## src/rtl/csa_pkg.sv

```systemverilog
// Shared types and constants for the contiguous slot allocator.
package csa_pkg;

   localparam int SLOTS_DEFAULT = 64;

   localparam int TYPE_W   = 2;
   localparam int FIRST_W  = 6;
   localparam int COUNT_W  = 7;
   localparam int STATUS_W = 2;
   localparam int BASE_W   = 6;
   localparam int LIMIT_W  = 7;

   localparam logic [LIMIT_W-1:0] LIMIT_RESET = 7'd64;

   localparam logic [TYPE_W-1:0] REQ_ALLOC = 2'd0;
   localparam logic [TYPE_W-1:0] REQ_FREE  = 2'd1;
   localparam logic [TYPE_W-1:0] REQ_CLEAR = 2'd2;
   localparam logic [TYPE_W-1:0] REQ_NONE  = 2'd3;

   localparam logic [STATUS_W-1:0] STATUS_OK      = 2'd0;
   localparam logic [STATUS_W-1:0] STATUS_NOSPACE = 2'd1;
   localparam logic [STATUS_W-1:0] STATUS_BAD     = 2'd2;
   localparam logic [STATUS_W-1:0] STATUS_UNUSED  = 2'd3;

   typedef struct packed {
      logic [TYPE_W-1:0]  req_type;
      logic [FIRST_W-1:0] first_slot;
      logic [COUNT_W-1:0] slot_count;
   } req_item_type;

   typedef struct packed {
      logic [STATUS_W-1:0] status;
      logic [BASE_W-1:0]   base_slot;
   } rsp_item_type;

endpackage

```

## src/rtl/contiguous_slot_allocator_top.sv

```systemverilog
// First-fit contiguous slot allocator over a rotating occupancy bitmap.
//
// Request channel: a transaction is taken at a clock edge with start high and
// busy low. req_data carries the type (allocate, free, clear), first slot and
// count. Exactly one response per transaction appears on rsp_data for one
// cycle, flagged by rsp_valid; the receiver has no way to stall it.
// Configuration: csr_wr_en writes csr_wr_data into the managed-slot limit; the user
// writes only while busy is low and no response is outstanding, which the block does not enforce.
// Sequencing: clear, zero-length allocate, out-of-range free, zero-length free
// and unknown types respond in the cycle after acceptance without going busy.
// Allocate and free rotate the bitmap one slot per cycle through a check pass
// over all SLOTS positions, and on success a second pass that writes the run;
// the response is registered as the last pass ends. The bitmap is a shift
// register scanned one bit at a time, and a new request is taken the cycle
// the response shows.
// Reset: bitmap cleared to all free, limit set to 64, no response pending.
module contiguous_slot_allocator_top
   import csa_pkg::*;
#(
   parameter int SLOTS = SLOTS_DEFAULT
) (
   input  logic               clock,
   input  logic               reset,
   input  logic               start,
   output logic               busy,
   input  req_item_type       req_data,
   input  logic               csr_wr_en,
   input  logic [LIMIT_W-1:0] csr_wr_data,
   output logic               rsp_valid,
   output rsp_item_type       rsp_data
);

   localparam int POS_W = (SLOTS > 1) ? $clog2(SLOTS) : 1;
   localparam int CMP_W = (POS_W + 1 > 8) ? POS_W + 1 : 8;
   localparam logic [POS_W-1:0] POS_LAST  = POS_W'(SLOTS - 1);
   localparam logic [CMP_W-1:0] SLOTS_CMP = CMP_W'(SLOTS);

   localparam logic [1:0] S_IDLE  = 2'd0;
   localparam logic [1:0] S_SCAN  = 2'd1;
   localparam logic [1:0] S_APPLY = 2'd2;

   logic [1:0]         state_ff, state_in;
   logic [SLOTS-1:0]   map_ff, map_in, map_rot;
   logic [POS_W-1:0]   pos_ff, pos_in;
   logic [LIMIT_W-1:0] limit_ff, limit_in;
   logic               rsp_valid_ff, rsp_valid_in;
   rsp_item_type       rsp_data_ff, rsp_data_in;

   logic [TYPE_W-1:0]  op_ff, op_in;
   logic [CMP_W-1:0]   cnt_ff, cnt_in;
   logic [CMP_W-1:0]   lo_ff, lo_in;
   logic [CMP_W-1:0]   hi_ff, hi_in;
   logic [CMP_W-1:0]   run_len_ff, run_len_in;
   logic               found_ff, found_in;
   logic               bad_ff, bad_in;

   logic [CMP_W-1:0]   lim;
   logic [CMP_W-1:0]   pos_cmp;
   logic [CMP_W-1:0]   req_cnt, req_first, req_end;
   logic [CMP_W-1:0]   run_next;
   logic               in_run;
   logic               new_bit;
   logic               pass_end;
   logic               scan_ok;

   // Rotate right: bit 0 always holds the slot numbered pos_ff.
   generate
      if (SLOTS > 1) begin : g_rot
         assign map_rot = {new_bit, map_ff[SLOTS-1:1]};
      end else begin : g_rot_one
         assign map_rot = new_bit;
      end
   endgenerate

   always_comb begin
      lim       = (CMP_W'(limit_ff) > SLOTS_CMP) ? SLOTS_CMP : CMP_W'(limit_ff);
      pos_cmp   = CMP_W'(pos_ff);
      req_cnt   = CMP_W'(req_data.slot_count);
      req_first = CMP_W'(req_data.first_slot);
      req_end   = req_first + req_cnt;
      run_next  = run_len_ff + 1'b1;
      in_run    = (pos_cmp >= lo_ff) && (pos_cmp < hi_ff);
      pass_end  = (pos_ff == POS_LAST);

      state_in     = state_ff;
      map_in       = map_ff;
      pos_in       = pos_ff;
      limit_in     = csr_wr_en ? csr_wr_data : limit_ff;
      rsp_valid_in = 1'b0;
      rsp_data_in  = rsp_data_ff;
      op_in        = op_ff;
      cnt_in       = cnt_ff;
      lo_in        = lo_ff;
      hi_in        = hi_ff;
      run_len_in   = run_len_ff;
      found_in     = found_ff;
      bad_in       = bad_ff;
      new_bit      = map_ff[0];
      scan_ok      = 1'b0;

      case (state_ff)
         S_IDLE: begin
            if (start) begin
               op_in      = req_data.req_type;
               cnt_in     = req_cnt;
               lo_in      = req_first;
               hi_in      = req_end;
               run_len_in = '0;
               found_in   = 1'b0;
               bad_in     = 1'b0;
               pos_in     = '0;
               rsp_data_in.base_slot = '0;
               case (req_data.req_type)
                  REQ_ALLOC: begin
                     if (req_cnt == '0) begin
                        rsp_valid_in       = 1'b1;
                        rsp_data_in.status = STATUS_OK;
                     end else begin
                        state_in = S_SCAN;
                     end
                  end
                  REQ_FREE: begin
                     if (req_end > lim) begin
                        rsp_valid_in       = 1'b1;
                        rsp_data_in.status = STATUS_BAD;
                     end else if (req_cnt == '0) begin
                        rsp_valid_in       = 1'b1;
                        rsp_data_in.status = STATUS_OK;
                     end else begin
                        state_in = S_SCAN;
                     end
                  end
                  REQ_CLEAR: begin
                     map_in             = '0;
                     rsp_valid_in       = 1'b1;
                     rsp_data_in.status = STATUS_OK;
                  end
                  default: begin
                     rsp_valid_in       = 1'b1;
                     rsp_data_in.status = STATUS_BAD;
                  end
               endcase
            end
         end

         S_SCAN: begin
            map_in = map_rot;
            pos_in = pass_end ? '0 : pos_ff + 1'b1;
            if (op_ff == REQ_ALLOC) begin
               if (!found_ff && (pos_cmp < lim)) begin
                  if (!map_ff[0]) begin
                     run_len_in = run_next;
                     if (run_len_ff == '0) begin
                        lo_in = pos_cmp;
                     end
                     if (run_next == cnt_ff) begin
                        found_in = 1'b1;
                        hi_in    = pos_cmp + 1'b1;
                     end
                  end else begin
                     run_len_in = '0;
                  end
               end
               scan_ok = found_in;
            end else begin
               if (in_run && !map_ff[0]) begin
                  bad_in = 1'b1;
               end
               scan_ok = !bad_in;
            end
            if (pass_end) begin
               if (scan_ok) begin
                  state_in = S_APPLY;
               end else begin
                  state_in              = S_IDLE;
                  rsp_valid_in          = 1'b1;
                  rsp_data_in.base_slot = '0;
                  rsp_data_in.status    = (op_ff == REQ_ALLOC) ? STATUS_NOSPACE : STATUS_BAD;
               end
            end
         end

         S_APPLY: begin
            if (in_run) begin
               new_bit = (op_ff == REQ_ALLOC);
            end
            map_in = map_rot;
            pos_in = pass_end ? '0 : pos_ff + 1'b1;
            if (pass_end) begin
               state_in           = S_IDLE;
               rsp_valid_in       = 1'b1;
               rsp_data_in.status = STATUS_OK;
               rsp_data_in.base_slot =
                  (op_ff == REQ_ALLOC) ? lo_ff[BASE_W-1:0] : '0;
            end
         end

         default: begin
            state_in = S_IDLE;
         end
      endcase
   end

   always_ff @(posedge clock) begin
      if (reset) begin
         state_ff     <= S_IDLE;
         map_ff       <= '0;
         pos_ff       <= '0;
         limit_ff     <= LIMIT_RESET;
         rsp_valid_ff <= 1'b0;
      end else begin
         state_ff     <= state_in;
         map_ff       <= map_in;
         pos_ff       <= pos_in;
         limit_ff     <= limit_in;
         rsp_valid_ff <= rsp_valid_in;
      end
   end

   always_ff @(posedge clock) begin
      rsp_data_ff <= rsp_data_in;
      op_ff       <= op_in;
      cnt_ff      <= cnt_in;
      lo_ff       <= lo_in;
      hi_ff       <= hi_in;
      run_len_ff  <= run_len_in;
      found_ff    <= found_in;
      bad_ff      <= bad_in;
   end

   assign busy      = (state_ff != S_IDLE);
   assign rsp_valid = rsp_valid_ff;
   assign rsp_data  = rsp_data_ff;

endmodule

```

## config.mk

```make
export PLATFORM = sky130hd
export DESIGN_NAME = contiguous_slot_allocator_top
export DESIGN_NICKNAME = d
export VERILOG_FILES = /design/src/rtl/csa_pkg.sv /design/src/rtl/contiguous_slot_allocator_top.sv
export SDC_FILE = /design/constraint.sdc
export NUM_CORES = 1
export LEC_CHECK = 0
export BUFFER_PORTS_ARGS = -buffer_cell sky130_fd_sc_hd__buf_2
export CORE_ASPECT_RATIO = 1.25
export CORE_MARGIN = 1
export CORE_UTILIZATION = 61
export CTS_CLUSTER_DIAMETER = 100
export CTS_CLUSTER_SIZE = 8
export DETAILED_ROUTE_END_ITERATION = 6
export GPL_TIMING_DRIVEN = 0
export HOLD_SLACK_MARGIN = 0.12
export PLACE_DENSITY_LB_ADDON = 0.08
export SLEW_MARGIN = 20
export SYNTH_ARGS = -nofsm -noshare
export SYNTH_HDL_FRONTEND = slang
export SYNTH_SLANG_ARGS = --single-unit
export TNS_END_PERCENT = 1
```

## constraint.sdc

```tcl
create_clock -name clock -period 3.4 [get_ports clock]
set_clock_uncertainty 0.15 [all_clocks]
set_input_delay 0.34 -clock clock [delete_from_list [all_inputs] [get_ports clock]]
set_output_delay 0.34 -clock clock [all_outputs]
set_load 0.05 [all_outputs]
```

==> metrics <==
status=finished, final reports clean; CTS tree=built; die height=111.7 microns; die area=10,030 sq um; type of the worst setup path=in2reg; peak supply drop=520.9 uV; final setup margin=166.8 ps; clk buf depth=2; top cell type's share of synthesized area=27.27%; Nets=780; Final HPWL DP=9.490 mm; commonest cells after routing, fill and taps aside=a21oi_1 (88), nand2_1 (87), dfxtp_1 (80); Max-Cap Viols=0; Final Util=76.91%; RSZ-0062 raised after global routing=no; main area contributors after synthesis=dfxtp_1 (27%), edfxtp_1 (21%), a21oi_1 (7.7%), ha_1 (7.7%), nand3_1 (6.2%); clk root buf=clkbuf_16; CP Buf/Inv Count=1; worst skew pair latency=420 ps; Critical-path top delay cell=nor4_2; commonest non-fill, non-tap cell in the layout=a21oi_1; Primary FF master, synth=dfxtp_1; initial antenna violation count=0; Tot GR Track Use=30.33%; Post-Place Setup Slack=-514.1 ps; num ports=36; Num CTS Buffers=17; worst slew pin tran=831.9 ps; RePlAce Congestion=0.8704; global-route wire length before repair=24.08 mm; Post-synth EDFFs=41; count of clock tree sinks=121; period utilisation layout=95.10%; GR Overflow Total=0; mapped cell area=5873 sq um; width of the die=89.77 microns; Worst R2R Path Depth=8; Mapped Cells=644; CP required=3520 ps; largest net degree at the start of global routing=17; final cell count without fillers=853; worst r2r src=run_len_ff[0]; most used cell, CP=ha_1; Hold WC Path Type=in2reg; worst hold stages=2; Area Growth Syn to Fin=20.77%; slowest stage delay, CP=450 ps; Rel. slew slack=44.54%; vias post-DR=5,070; DRT Pass-1 Iters=5; Post-DRT Antenna Nets=0; number of global-route vias before repair=5,065; DRC Markers=0; num rows=39; Hold Path Sink=lo_ff[0]; Final Critical Period=3233 ps; P per Cell Area=762.7 nW/um^2; H-tree level count=4; leakage power=2.700 nW; CP top delay family=compound AO/OA/AOI/OAI gates; Yosys cell types=53; Final Setup Violations=0; post-synth top area cell=dfxtp_1; Max Transition Viols Final=0; FF-to-FF setup slack=200 ps; CP startpoint kind=input pin; DRT iter0 DRCs=347; worst-path fanout max=3; Max Clk Rate=0.3093 GHz; Worst setup EP type=flop; filler instances=637; initial core utilization=63.68%; Syn Area/Cell=9.120 sq um; sequential fraction of the synthesis area=48.23%; input/output buffers=33; layout cells sized above 1=12.19%; Hold Fails Final Rpt=0; critical-path cell list=buf_2 > ha_1 > fa_1 > a21o_1 > a21oi_1 > xnor2_1 > ha_1 > o21ai_0 > nor2_1 > nor4_2 > o21ai_2 > a21boi_2 > o22ai_1 > o2bb2ai_1; antenna cells=0; DR WL/cell=16.89 microns; Warnings, synthesis=0; DR vias/cell=5.944; post-synth net total=707; Seq cells post-synth=121; R2R Path End=rsp_data[4]; placed insts=800; Async S/R FF share, synth=0%; hold_sp=req_data[7]; Clk pin slew, worst setup/hold paths=50 ps; critical path arrival=3350 ps; Post-Route WL=14.41 mm; Placeable Area=9223 sq um
-- logic make-up (layout without fill, tap and decap cells) --
group / after synthesis / count (layout) / share of synthesized area [%]
mux: 16 / 16 / 2.897
fa+ha+maj: 37 / 37 / 8.010
buf+inv: 63 / 149 / 4.026
compound gates: 145 / 145 / 14.42
xor+xnor: 20 / 20 / 2.983
simple gates: 242 / 242 / 19.43
flops: 121 / 121 / 48.23
-- final cells by class --
| class | count | area, sq um | share of cell area, % |
|---|---|---|---|
| clock buffers | 23 | 546.8 | 7.709 |
| repair buffers | 54 | 372.9 | 5.257 |
| flip-flops and latches | 121 | 2833 | 39.94 |
| plain buffers | 36 | 135.1 | 1.905 |
| well taps | 123 | 153.9 | 2.170 |
| inverters | 27 | 101.3 | 1.429 |
| multi-input cells | 460 | 2825 | 39.83 |
| clock inverters | 9 | 125.1 | 1.764 |
-- synth_stat cells, drive strengths merged (4+ instances only) --
cell,number
nand3,73
mux2i,8
a211oi,5
o21a,5
ha,36
a21oi,90
dfxtp,80
a21o,5
inv,26
nor4,7
nand2b,5
nand2,87
o21ai,14
nor3,7
nor2,34
and3,5
o211ai,4
nor2b,7
or2,5
edfxtp,41
xnor2,13
buf,7
mux2,8
clkbuf,29
xor2,7
-- metal layers --
layer	vias up	GRT usage [%]	share of wire (%)	wire, microns
met5	-	0	0	0
met4	0	12.35	2.8	398
met3	40	6.694	5.4	779
met2	184	53.95	51	7418
met1	2409	35.29	40	5813
li1	2437	-	-	-
-- worst register-to-register path, delay by kind of cell, from the launching register on --
family | cells | cell delay (ps)
flops | 1 | 460
xor+xnor | 1 | 170
buf+inv | 1 | 80
compound gates | 4 | 1100
fa+ha+maj | 1 | 340
simple gates | 1 | 580
-- power by group --
group	switching, W	internal [W]
registers	0.000129	0.00177
clock network	0.000647	0.00135
logic	0.00109	0.000427
total	0.00186	0.00355
-- registers in the layout, summed over array words and instances, names as in the netlist --
register    flops
found_ff        1
bad_ff          1
rsp_data        8
limit_ff        7
run_len_ff      8
pos_ff          6
lo_ff           6
rsp_valid       1
map_ff         64
op_ff           2
cnt_ff          7
hi_ff           8
state_ff        2
-- what timing repair did --
action / in CTS / in global routing
setup buffers: 0 / 1
setup endpoints to repair: 1 / 18
hold endpoints to repair: 20 / 0
hold buffers: 20 / 0
pin swaps: 0 / 2
gates resized for setup: 1 / 6
-- worst max path at each step --
stage,startpoint,endpoint,slack (ps),cells after the start
2_1_floorplan,req_data[0],rsp_data[6],350,13
6_report,req_data[0],rsp_valid,170,14
3_5_place_dp,req_data[0],rsp_valid,-510,14
4_1_cts,req_data[0],rsp_valid,50,14
3_3_place_gp,req_data[0],rsp_valid,-490,14
5_1_grt,req_data[0],rsp_valid,30,14
-- per-stage QoR --
step / total power, W / cell area, sq um / hold slack (ps) / TNS, ps
after floorplan: 0.002954 / 5873 / 282.1 / 0
after global placement: 0.003293 / 6192 / 287.9 / -1155
after detailed placement: 0.003337 / 6192 / 293.8 / -1328
after CTS: 0.005368 / 7071 / 121.5 / 0
after global routing: 0.005638 / 7093 / 128.4 / 0
final: 0.005410 / 7093 / 137.1 / 0
Power figures use the tool's default switching activity.
